File: src/rtl/rgb_to_hsv_converter_assert.svh
// assertion macros for the rtl, included by rgb_to_hsv_converter
`ifndef RGB_TO_HSV_CONVERTER_ASSERT_SVH
`define RGB_TO_HSV_CONVERTER_ASSERT_SVH

// same-cycle implication, held off during reset
`define RHC_ASSERT_IMPL(label, clk, rst_n, ante, cons) \
	label: assert property (@(posedge clk) disable iff (!(rst_n)) (ante) |-> (cons)) \
		else $error("rhc assertion failed");

// next-cycle implication, held off during reset
`define RHC_ASSERT_NEXT(label, clk, rst_n, ante, cons) \
	label: assert property (@(posedge clk) disable iff (!(rst_n)) (ante) |=> (cons)) \
		else $error("rhc assertion failed");

`endif

File: src/rtl/rhc_pkg.sv
package rhc_pkg;

	localparam int COMP_W       = 8;
	localparam int HUE_W        = 9;
	localparam int SAT_W        = 8;
	localparam int NUM_W        = 11;
	localparam int REM_W        = 17;
	localparam int QUO_W        = 9;
	localparam int FRONT_STAGES = 2;
	localparam int DIV_STAGES   = QUO_W;
	localparam int PIPE_STAGES  = FRONT_STAGES + DIV_STAGES + 1;
	localparam int HUE_SCALE    = 60;
	localparam int SAT_SCALE    = 255;
	localparam int HUE_LIMIT    = 360;

	typedef struct packed {
		logic [REM_W-1:0]  hnum;
		logic [REM_W-1:0]  snum;
		logic [COMP_W-1:0] delta;
		logic [COMP_W-1:0] mx;
		logic              grey;
	} front_t;

	typedef struct packed {
		logic [HUE_W-1:0]  hue;
		logic [SAT_W-1:0]  sat;
		logic [COMP_W-1:0] val;
	} hsv_t;

endpackage

File: src/rtl/rgb_to_hsv_converter.sv
// an input transfer runs through the front stages, the divider stages and the output register
// throughput: one pixel per cycle while hsv_stall is low, through the 9-stage restoring divider pipeline
// an output stall holds only full stages; bubbles ahead of it keep filling
// reset (arst_n low) clears the stage valid bits; pixel data is not reset
module rgb_to_hsv_converter (
	input  logic                          clk,
	input  logic                          arst_n,
	input  logic                          pix_valid,
	output logic                          pix_stall,
	input  logic [rhc_pkg::COMP_W-1:0]    red,
	input  logic [rhc_pkg::COMP_W-1:0]    green,
	input  logic [rhc_pkg::COMP_W-1:0]    blue,
	output logic                          hsv_valid,
	input  logic                          hsv_stall,
	output logic [rhc_pkg::HUE_W-1:0]     hue_deg,
	output logic [rhc_pkg::SAT_W-1:0]     sat,
	output logic [rhc_pkg::COMP_W-1:0]    brightness
);
	import rhc_pkg::*;

	`include "rgb_to_hsv_converter_assert.svh"

	localparam int LAST = PIPE_STAGES - 1;

	logic [PIPE_STAGES-1:0] vld_q;
	logic [PIPE_STAGES-1:0] adv;
	front_t                 front;
	hsv_t                   hsv;

	// a stage loads when it is empty or the stage after it moves on
	always_comb begin
		adv[LAST] = !vld_q[LAST] || !hsv_stall;
		for (int i = LAST - 1; i >= 0; i--) begin
			adv[i] = !vld_q[i] || adv[i+1];
		end
	end

	assign pix_stall = !adv[0];

	always_ff @(posedge clk or negedge arst_n) begin
		if (!arst_n) begin
			vld_q <= '0;
		end else begin
			if (adv[0]) vld_q[0] <= pix_valid;
			for (int i = 1; i < PIPE_STAGES; i++) begin
				if (adv[i]) vld_q[i] <= vld_q[i-1];
			end
		end
	end

	rhc_front u_front (
		.clk   (clk),
		.en    (adv[FRONT_STAGES-1:0]),
		.red   (red),
		.green (green),
		.blue  (blue),
		.front (front)
	);

	rhc_div u_div (
		.clk   (clk),
		.en    (adv[FRONT_STAGES+DIV_STAGES-1:FRONT_STAGES]),
		.front (front),
		.hsv   (hsv)
	);

	// output register parts the divider from the consumer
	always_ff @(posedge clk) begin
		if (adv[LAST]) begin
			hue_deg    <= hsv.hue;
			sat        <= hsv.sat;
			brightness <= hsv.val;
		end
	end

	assign hsv_valid = vld_q[LAST];

	`RHC_ASSERT_IMPL(a_hue_range, clk, arst_n, hsv_valid, hue_deg < HUE_W'(HUE_LIMIT))
	`RHC_ASSERT_IMPL(a_grey_hue, clk, arst_n, hsv_valid && sat == '0, hue_deg == '0)
	`RHC_ASSERT_IMPL(a_black_sat, clk, arst_n, hsv_valid && brightness == '0, sat == '0)
	`RHC_ASSERT_IMPL(a_stall_full, clk, arst_n, pix_stall, hsv_valid && hsv_stall && (&vld_q))
	`RHC_ASSERT_NEXT(a_out_load, clk, arst_n, vld_q[LAST-1] && !hsv_stall, hsv_valid)

endmodule

File: src/rtl/rhc_front.sv
module rhc_front (
	input  logic                                clk,
	input  logic [rhc_pkg::FRONT_STAGES-1:0]    en,
	input  logic [rhc_pkg::COMP_W-1:0]          red,
	input  logic [rhc_pkg::COMP_W-1:0]          green,
	input  logic [rhc_pkg::COMP_W-1:0]          blue,
	output rhc_pkg::front_t                     front
);
	import rhc_pkg::*;

	logic [COMP_W-1:0] mx, mn;
	logic [NUM_W-1:0]  d11, r11, g11, b11, num;

	logic [COMP_W-1:0] mx_s1, delta_s1;
	logic [NUM_W-1:0]  num_s1;
	logic              grey_s1;

	always_comb begin
		mx = (red > green) ? red : green;
		if (blue > mx) mx = blue;
		mn = (red < green) ? red : green;
		if (blue < mn) mn = blue;
		d11 = NUM_W'(mx - mn);
		r11 = NUM_W'(red);
		g11 = NUM_W'(green);
		b11 = NUM_W'(blue);
		// red tested first, then blue; wraps cancel out in 11 bits
		if (red == mn) begin
			num = d11 * NUM_W'(3) + b11 - g11;
		end else if (blue == mn) begin
			num = d11 + g11 - r11;
		end else begin
			num = d11 * NUM_W'(5) + r11 - b11;
		end
	end

	always_ff @(posedge clk) begin
		if (en[0]) begin
			mx_s1    <= mx;
			delta_s1 <= mx - mn;
			num_s1   <= num;
			grey_s1  <= (mx == mn);
		end
	end

	always_ff @(posedge clk) begin
		if (en[1]) begin
			front.hnum  <= REM_W'(num_s1) * REM_W'(HUE_SCALE);
			front.snum  <= REM_W'(delta_s1) * REM_W'(SAT_SCALE);
			front.delta <= delta_s1;
			front.mx    <= mx_s1;
			front.grey  <= grey_s1;
		end
	end

endmodule

File: src/rtl/rhc_div.sv
module rhc_div (
	input  logic                              clk,
	input  logic [rhc_pkg::DIV_STAGES-1:0]    en,
	input  rhc_pkg::front_t                   front,
	output rhc_pkg::hsv_t                     hsv
);
	import rhc_pkg::*;

	// two restoring dividers side by side, one quotient bit per stage
	logic [REM_W-1:0]  hrem_s [DIV_STAGES];
	logic [REM_W-1:0]  srem_s [DIV_STAGES];
	logic [QUO_W-1:0]  hquo_s [DIV_STAGES];
	logic [QUO_W-1:0]  squo_s [DIV_STAGES];
	logic [COMP_W-1:0] dlt_s  [DIV_STAGES];
	logic [COMP_W-1:0] mx_s   [DIV_STAGES];
	logic              grey_s [DIV_STAGES];

	for (genvar k = 0; k < DIV_STAGES; k++) begin : g_stage
		logic [REM_W-1:0]  hr_in, sr_in, hsh, ssh;
		logic [QUO_W-1:0]  hq_in, sq_in;
		logic [COMP_W-1:0] dl_in, mx_in;
		logic              gr_in;

		if (k == 0) begin : g_first
			assign hr_in = front.hnum;
			assign sr_in = front.snum;
			assign hq_in = '0;
			assign sq_in = '0;
			assign dl_in = front.delta;
			assign mx_in = front.mx;
			assign gr_in = front.grey;
		end else begin : g_next
			assign hr_in = hrem_s[k-1];
			assign sr_in = srem_s[k-1];
			assign hq_in = hquo_s[k-1];
			assign sq_in = squo_s[k-1];
			assign dl_in = dlt_s[k-1];
			assign mx_in = mx_s[k-1];
			assign gr_in = grey_s[k-1];
		end

		assign hsh = REM_W'(dl_in) << (QUO_W - 1 - k);
		assign ssh = REM_W'(mx_in) << (QUO_W - 1 - k);

		always_ff @(posedge clk) begin
			if (en[k]) begin
				if (hr_in >= hsh) begin
					hrem_s[k] <= hr_in - hsh;
					hquo_s[k] <= {hq_in[QUO_W-2:0], 1'b1};
				end else begin
					hrem_s[k] <= hr_in;
					hquo_s[k] <= {hq_in[QUO_W-2:0], 1'b0};
				end
				if (sr_in >= ssh) begin
					srem_s[k] <= sr_in - ssh;
					squo_s[k] <= {sq_in[QUO_W-2:0], 1'b1};
				end else begin
					srem_s[k] <= sr_in;
					squo_s[k] <= {sq_in[QUO_W-2:0], 1'b0};
				end
				dlt_s[k]  <= dl_in;
				mx_s[k]   <= mx_in;
				grey_s[k] <= gr_in;
			end
		end
	end

	// grey pixels divided by zero, so their quotients are dropped here
	always_comb begin
		if (grey_s[DIV_STAGES-1]) begin
			hsv.hue = '0;
			hsv.sat = '0;
		end else begin
			hsv.hue = HUE_W'(hquo_s[DIV_STAGES-1]);
			hsv.sat = squo_s[DIV_STAGES-1][SAT_W-1:0];
		end
		hsv.val = mx_s[DIV_STAGES-1];
	end

endmodule

File: config.mk
export PLATFORM = sky130hd
export DESIGN_NAME = rgb_to_hsv_converter
export DESIGN_NICKNAME = d
export VERILOG_FILES = /design/src/rtl/rhc_pkg.sv /design/src/rtl/rgb_to_hsv_converter.sv /design/src/rtl/rhc_front.sv /design/src/rtl/rhc_div.sv
export VERILOG_INCLUDE_DIRS = /design/src /design/src/rtl
export SDC_FILE = /design/constraint.sdc
export NUM_CORES = 1
export LEC_CHECK = 0
export ABC_AREA = 1
export BUFFER_PORTS_ARGS = -buffer_cell sky130_fd_sc_hd__buf_4
export CAP_MARGIN = 20
export CORE_ASPECT_RATIO = 0.6
export CORE_MARGIN = 5
export CORE_UTILIZATION = 30
export DETAILED_ROUTE_END_ITERATION = 8
export GPL_TIMING_DRIVEN = 0
export HOLD_SLACK_MARGIN = 0.03
export PLACE_DENSITY = 0.48
export SETUP_SLACK_MARGIN = 0.2
export SYNTH_ARGS = -nofsm -noshare
export SYNTH_HDL_FRONTEND = slang
export SYNTH_SLANG_ARGS = --single-unit
File: constraint.sdc
create_clock -name clk -period 11.4 [get_ports clk]
set_input_delay 1.14 -clock clk [delete_from_list [all_inputs] [get_ports clk]]
set_output_delay 1.14 -clock clk [all_outputs]
set_load 0.01 [all_outputs]
---- Word level (Yosys, flattened, before mapping) ----
Memory sizes are Yosys's and may differ from the RTL's. A register that Yosys moved wholly into a read port is not among the register bits.
Index checks and enable logic that the tools add are counted.
cells by class
  add/subtract/negate cells ............... 26
  $mul .................................... 4
  $lt $le $gt $ge ......................... 22
  eq/ne operators ......................... 3
  multiplexer cells ....................... 168
  bitwise operators ....................... 36
  reductions and logical operators ........ 26
operators by type and width
  operator          count
  $mux W17          18
  $mux W9           18
  $mux W1           126
  $or A1 B1 Y1      36
  $ge A17 B10 Y1    2
  $ge A17 B11 Y1    2
  $ge A17 B12 Y1    2
  $ge A17 B13 Y1    2
  $ge A17 B14 Y1    2
  $ge A17 B15 Y1    2
  $ge A17 B8 Y1     2
  $ge A17 B9 Y1     2
  $sub A17 B10 Y17  2
  $sub A17 B11 Y17  2
  $sub A17 B12 Y17  2
  $sub A17 B13 Y17  2
  $sub A17 B14 Y17  2
  $sub A17 B15 Y17  2
  $sub A17 B8 Y17   2
  $sub A17 B9 Y17   2
  $add A11 B8 Y11   3
  $sub A11 B8 Y11   3
  $mux W8           4
  $eq A8 B8 Y1      3
  15 further kinds  42
storage, ports and cells
  register bits ........................... 88
  memory bits (writable) .................. 621
  input bits .............................. 28
  output and inout port bits .............. 27
  word-level logic and storage cells ...... 313
  memories kept ........................... 7
memories
  name             depth  bits a word  rd ports  clocked after Yosys merged registers in  write ports  line           RTL
  u_div.hrem_s     9      17           8         0                                        9            rhc_div.sv:10  logic [REM_W-1:0] hrem_s [DIV_STAGES];
  u_div.srem_s     9      17           8         0                                        9            rhc_div.sv:11  logic [REM_W-1:0] srem_s [DIV_STAGES];
  u_div.hquo_s     9      9            9         1                                        9            rhc_div.sv:12  logic [QUO_W-1:0] hquo_s [DIV_STAGES];
  u_div.squo_s     9      9            9         1                                        9            rhc_div.sv:13  logic [QUO_W-1:0] squo_s [DIV_STAGES];
  u_div.dlt_s      9      8            8         0                                        9            rhc_div.sv:14  logic [COMP_W-1:0] dlt_s [DIV_STAGES];
  u_div.mx_s       9      8            9         1                                        9            rhc_div.sv:15  logic [COMP_W-1:0] mx_s [DIV_STAGES];
  1 more memories  n/a    n/a          n/a       n/a                                      n/a          n/a

---- Logic depth before layout (Yosys ltp) ----
  depth after elaboration ................. 14
  depth in mapped cells ................... 53
  depth with buffers taken out ............ 51

---- Hierarchy ----
Synthesis repeated with hierarchy kept, for this count alone.
second synthesis, totals
  cells, all modules ...................... 4187
  area total of the unflattened synthesis .. 38271.7 µm²
by module, submodules not included
  module                instances  cells each  area an instance (µm²)  seq. area each (µm²)
  rhc_div               1          3135        28024.4                 14934.3
  rhc_front             1          977         8977.4                  2252.2
  rgb_to_hsv_converter  1          75          1270.0                  1051.0

---- Worst setup path before layout ----
No wires, ideal clock.
  path type ............................... input-to-output
  start ................................... in hsv_stall
  end ..................................... out pix_stall
  arrival ................................. 6.926 ns
  data required time ...................... 10.260 ns
  path slack .............................. 3.334 ns
  cell stages on the path ................. 14
  path buffers ............................ 0
  path through ............................ nand2_2 nor2_4 nand2_2 nor2_4 nand2_2 nor2_4 inv_2 nor2_4 nand2_2 nor2_4 nand2_2 nor2_1 inv_1 nor2_1
between the ends
  cells in the longest elaborated chain, start to end .. 14
RTL lines
  item                             line                        RTL
  start: declaration               rgb_to_hsv_converter.sv:14  input logic hsv_stall,
  $logic_not A1 Y1                 rgb_to_hsv_converter.sv:32  adv[LAST] = !vld_q[LAST] || !hsv_stall;
  $logic_or A1 B1 Y1               rgb_to_hsv_converter.sv:32
  $logic_or A1 B1 Y1 (2 in a row)  rgb_to_hsv_converter.sv:34  adv[i] = !vld_q[i] || adv[i+1];
  via adv[9]                       rgb_to_hsv_converter.sv:26  logic [PIPE_STAGES-1:0] adv;
  $logic_or A1 B1 Y1 (2 in a row)  rgb_to_hsv_converter.sv:34
  via adv[7]                       rgb_to_hsv_converter.sv:26
  $logic_or A1 B1 Y1               rgb_to_hsv_converter.sv:34
  via adv[6]                       rgb_to_hsv_converter.sv:26
  $logic_or A1 B1 Y1 (2 in a row)  rgb_to_hsv_converter.sv:34
  via adv[4]                       rgb_to_hsv_converter.sv:26
  $logic_or A1 B1 Y1 (2 in a row)  rgb_to_hsv_converter.sv:34
  via adv[2]                       rgb_to_hsv_converter.sv:26
  $logic_or A1 B1 Y1               rgb_to_hsv_converter.sv:34
  via adv[1]                       rgb_to_hsv_converter.sv:26
  $logic_or A1 B1 Y1               rgb_to_hsv_converter.sv:34
  $logic_not A1 Y1                 rgb_to_hsv_converter.sv:38  assign pix_stall = !adv[0];
  end: declaration                 rgb_to_hsv_converter.sv:9   output logic pix_stall,
The timed path passes the listed nets, and every way through them passes these cells.

---- Worst setup path in the final report ----
  start ................................... in red[7] (netlist name)
  end ..................................... reg u_front.num_s1[10] (data pin)
between the ends
  cells in the longest elaborated chain, start to end .. 10
  elaborated cells between the ends (all ways) .. 21
  classes of those cells .................. add/sub (7); mul (2); order compare (4); eq/ne (2); mux (6)
RTL lines
  item                    line                        RTL
  start: declaration      rgb_to_hsv_converter.sv:10  input logic [rhc_pkg::COMP_W-1:0] red,
  $gt A8 B8 Y1            rhc_front.sv:19             mx = (red > green) ? red : green;
  $mux W8 *               rhc_front.sv:19
  $gt A8 B8 Y1            rhc_front.sv:20             if (blue > mx) mx = blue;
  $mux W8 *               rhc_front.sv:20
  via u_front.mx[3]       rhc_front.sv:11             logic [COMP_W-1:0] mx, mn;
  $sub A8 B8 Y9 *         rhc_front.sv:23             d11 = NUM_W'(mx - mn);
  $mul A11 B3 Y11         rhc_front.sv:33             num = d11 * NUM_W'(5) + r11 - b11;
  $add A11 B8 Y11         rhc_front.sv:33
  $sub A11 B8 Y11         rhc_front.sv:33
  $mux W11                rhc_front.sv:30             end else if (blue == mn) begin
  $mux W11 *              rhc_front.sv:28             if (red == mn) begin
  via u_front.num[10]     rhc_front.sv:12             logic [NUM_W-1:0] d11, r11, g11, b11, num;
  end signal: assignment  rhc_front.sv:41             num_s1 <= num;
  end: declaration        rhc_front.sv:15             logic [NUM_W-1:0] num_s1;
Mark *: on every way through the listed nets, which the timed path passes. The rest lies on a longest branch.
A chain may end at the register's enable or synchronous reset.

==> metrics.yaml <==
timing:
  tns_ns: 0
  hold_viol_final: 0
  fin_crit_sh_pct: 85.4
  maxSlewHeadroom_pct: 31.4
  worstMarginPinSlew_ns: 1.02
  drv_slew: 0
  layout_min_cycle_time_ns: 9.73
  fin_skew_ns: 0.0439
  setup_viol: 0
  hold-worst-slack_ns: 0.364
  rsz0062_at_grt: "false"
  fmax_mhz: 103
clock_network:
  cts_setup_buffers: 0
  hold_buffers: 0
  cts.sinks: 587
  cts.path.max_buffers: 3
  clk-insertion-delay-late_ns: 0.64
  cts_tree: "built"
  numCtsBuffers: 57
  ctsResizeCount: 0
  cts-root-buf: "clkbuf_16"
  clkTransAtPathRegs_ns: 0.07
  htree_num_levels: 2
finish:
  nNetsFinal: 3618
  stdcell_count: 4743
  area_delta_synth_final_pct: 13.8
  fillCellCount: 11000
  drive_gt1_share_pct: 7.41
  final_cell_area_sq_um: 38100
drt:
  viasPerCell: 4.52
  drt-pass1-iter-count: 6
  wl_mm: 78.2
  vias: 21500
  met2WireLength_mm: 25.4
  drc: 0
  met3_length_mm: 4.43
  met1Wirelength_mm: 47.4
  antenna_left: 0
  routedWlPerCell_microns: 16.5
  drtIter0Drc: 1853
  top_layer_used: "met4"
critical_path:
  cp-startpoint: "red[7]"
  crit_type: "primary input to flip-flop"
  cpPeakStageDelay_ns: 0.68
  setup.worst_path.end_class: "flip-flop"
  cp-endpoint: "u_front.num_s1[10]$_DFFE_PN_"
  cp_slowest_cell: "xor2_1"
  cp_max_fo: 10
  worstPathArrival_ns: 10.11
  rrSetupSlack_ns: 4.95
  critPathLaunchType: "primary input"
  ff2ff_path_depth: 19
  cp.required_ns: 11.78
  r2r-start: "vld_q[11]$_DFFE_PN0P_"
  crit_top_cell: "nand2_1"
  reg2reg_to: "u_front.mx_s1[0]$_DFFE_PN_"
placement:
  gp_congestion: 0.836
  dpl.cell_count: 4632
  portBuffers: 54
  dpl-instance-area_sq_um: 35900
  dp_hpwl_mm: 62.5
yosys:
  synthTopCellsByArea: "edfxtp_1 (51%), ha_1 (11%), inv_1 (5.8%)"
  avgSynthCellArea_sq_um: 10.9
  ys_seq_area_share_pct: 52.4
  syn_area_sq_um: 33500
  synth_nets: 3495
  netlist.top_cell.by_area: "edfxtp_1"
  ys_async_sr_fraction_pct: 2.04
  yosysTopAreaCellShare_pct: 51.4
  synth_warnings: 0
  synth-edff-count: 573
  ys_seq_elements: 587
  syn_inst: 3082
  synth_cell_types: 63
  synth_ff_type: "edfxtp_1"
floorplan:
  ioPinCount: 55
  row_count: 94
  die_w_microns: 441
  die-area_sq_um: 119000
  core-area_sq_um: 110000
  start_util_pct: 30.4
  die_h_microns: 269
worst_hold_path:
  hp-class: "primary input to async pin"
status:
  status: "finished clean"
run:
  maxCapViolations: 0
grt:
  grt_use_total_pct: 13.4
  grt_max_degree: 64
  antenna_found_initial: 2
  grt_overflow: 0
  grt_pass1_wl_mm: 124
  grt_pass1_vias: 20800
## cells by family after synthesis
group | synth area share (%)
flip-flops | 52.4
adder cells (fa/ha/maj) | 16.6
XOR/XNOR | 5.44
AO/OA/AOI/OAI | 7.54
AND/OR/NAND/NOR | 11.5
buffers and inverters | 6.46
multiplexers | 0.0673
## placed cells by master (no fill, tap or decap), types with 7 or more instances in the layout
cell type / instances
a211oi_1: 7
a21o_1: 12
a21oi_1: 201
buf_12: 7
buf_2: 7
buf_4: 56
bufinv_16: 13
clkbuf_1: 23
clkbuf_16: 57
clkinv_2: 12
dfrtp_1: 12
edfxtp_1: 573
fa_1: 97
ha_1: 288
inv_1: 515
inv_2: 13
nand2_1: 435
nand2_2: 10
nand3_1: 98
nand3b_1: 10
nand4_1: 16
nor2_1: 200
nor3_1: 42
nor4_1: 29
o21ai_0: 147
o21ai_1: 31
o21bai_1: 15
or2_2: 9
or4_1: 7
xnor2_1: 78
xor2_1: 130
## final cells by class
cell class / count / area, sq um / share of cell area, %
clock buffer: 70 / 1530 / 4.00
antenna: 1 / 2.50 / 0.00657
multi-input combinational: 1935 / 13800 / 36.2
timing repair buffer: 64 / 616 / 1.62
tap: 1488 / 1860 / 4.89
clock inverter: 38 / 592 / 1.55
buffer: 31 / 178 / 0.466
inverter: 529 / 1990 / 5.21
sequential: 587 / 17500 / 46.1
## worst max-delay path, delay by kind of cell
kind	cells	cell delay, ns
AOI/OAI and AO/OA	7	1.78
xor gates and xnor gates	3	1.14
buffers and inverters	8	1.60
adders and majority gates	7	2.64
and+or+nand+nor	17	1.76
## flip-flops by register name, indices dropped and copies added (netlist names)
| signal | count |
|---|---|
| u_front.delta_s1 | 8 |
| hue_deg | 9 |
| u_front.num_s1 | 11 |
| u_div.squo_s | 36 |
| sat | 8 |
| u_div.hrem_s | 121 |
| vld_q | 12 |
| u_front.mx_s1 | 8 |
| u_div.mx_s | 72 |
| u_div.srem_s | 129 |
| u_div.dlt_s | 63 |
| u_div.hquo_s | 45 |
| u_front.front | 47 |
| brightness | 8 |
| u_div.grey_s | 9 |
| u_front.grey_s1 | 1 |
## cells in the mapped netlist, types with 3 or more instances
| master | number |
|---|---|
| a311oi_1 | 4 |
| ha_1 | 288 |
| or4_1 | 7 |
| nand3_2 | 5 |
| nand3_1 | 98 |
| nand2_4 | 4 |
| or2_2 | 9 |
| o31ai_1 | 4 |
| nand2_1 | 435 |
| edfxtp_1 | 573 |
| inv_2 | 10 |
| a21o_1 | 12 |
| buf_2 | 7 |
| xnor2_1 | 78 |
| fa_1 | 97 |
| nor2_4 | 6 |
| clkbuf_1 | 15 |
| xor2_1 | 130 |
| o21ai_0 | 147 |
| o21bai_1 | 15 |
| nor4_1 | 29 |
| o2111ai_1 | 5 |
| nor3_1 | 42 |
| dfrtp_1 | 12 |
| nor2_1 | 200 |
| inv_1 | 518 |
| and2_1 | 4 |
| o21a_1 | 3 |
| a31oi_1 | 4 |
| nand4_1 | 16 |
| a211oi_1 | 7 |
| nand3b_1 | 10 |
| nand2_2 | 12 |
| o21ai_1 | 31 |
| a21oi_1 | 201 |
| buf_6 | 6 |
## layer usage
metal	up-vias	GRT usage (%)
met5	-	0
met4	0	2.19
met3	61	2.15
met2	457	15.4
met1	10200	24.4
li1	10700	-
## how the worst min path moves through the flow
stage,from,endpoint,slack [ns]
3_3_place_gp,u_front.mx_s1[0]$_DFFE_PN_,u_front.front[1]$_DFFE_PP_,0.40
6_report,arst_n,vld_q[2]$_DFFE_PN0P_,0.36
3_5_place_dp,u_div.hquo_s[5][0]$_DFFE_PP_,u_div.hquo_s[6][1]$_DFFE_PP_,0.41
4_1_cts,arst_n,vld_q[2]$_DFFE_PN0P_,0.32
2_1_floorplan,u_div.mx_s[8][0]$_DFFE_PN_,brightness[0]$_DFFE_PP_,0.40
5_1_grt,arst_n,vld_q[2]$_DFFE_PN0P_,0.33
## per-stage QoR
| step | utilization (%) | worst slack (ns) |
|---|---|---|
| floorplan | - | 3.33 |
| global placement | 32.4 | 0.219 |
| CTS | 34.5 | 1.90 |
| global route | 34.6 | 0.937 |
| finish | 34.6 | 1.67 |
| detailed placement | 32.6 | 1.22 |
Power is not shown: default switching activity piles up to over one toggle a cycle in this logic, so the estimate is an artifact.
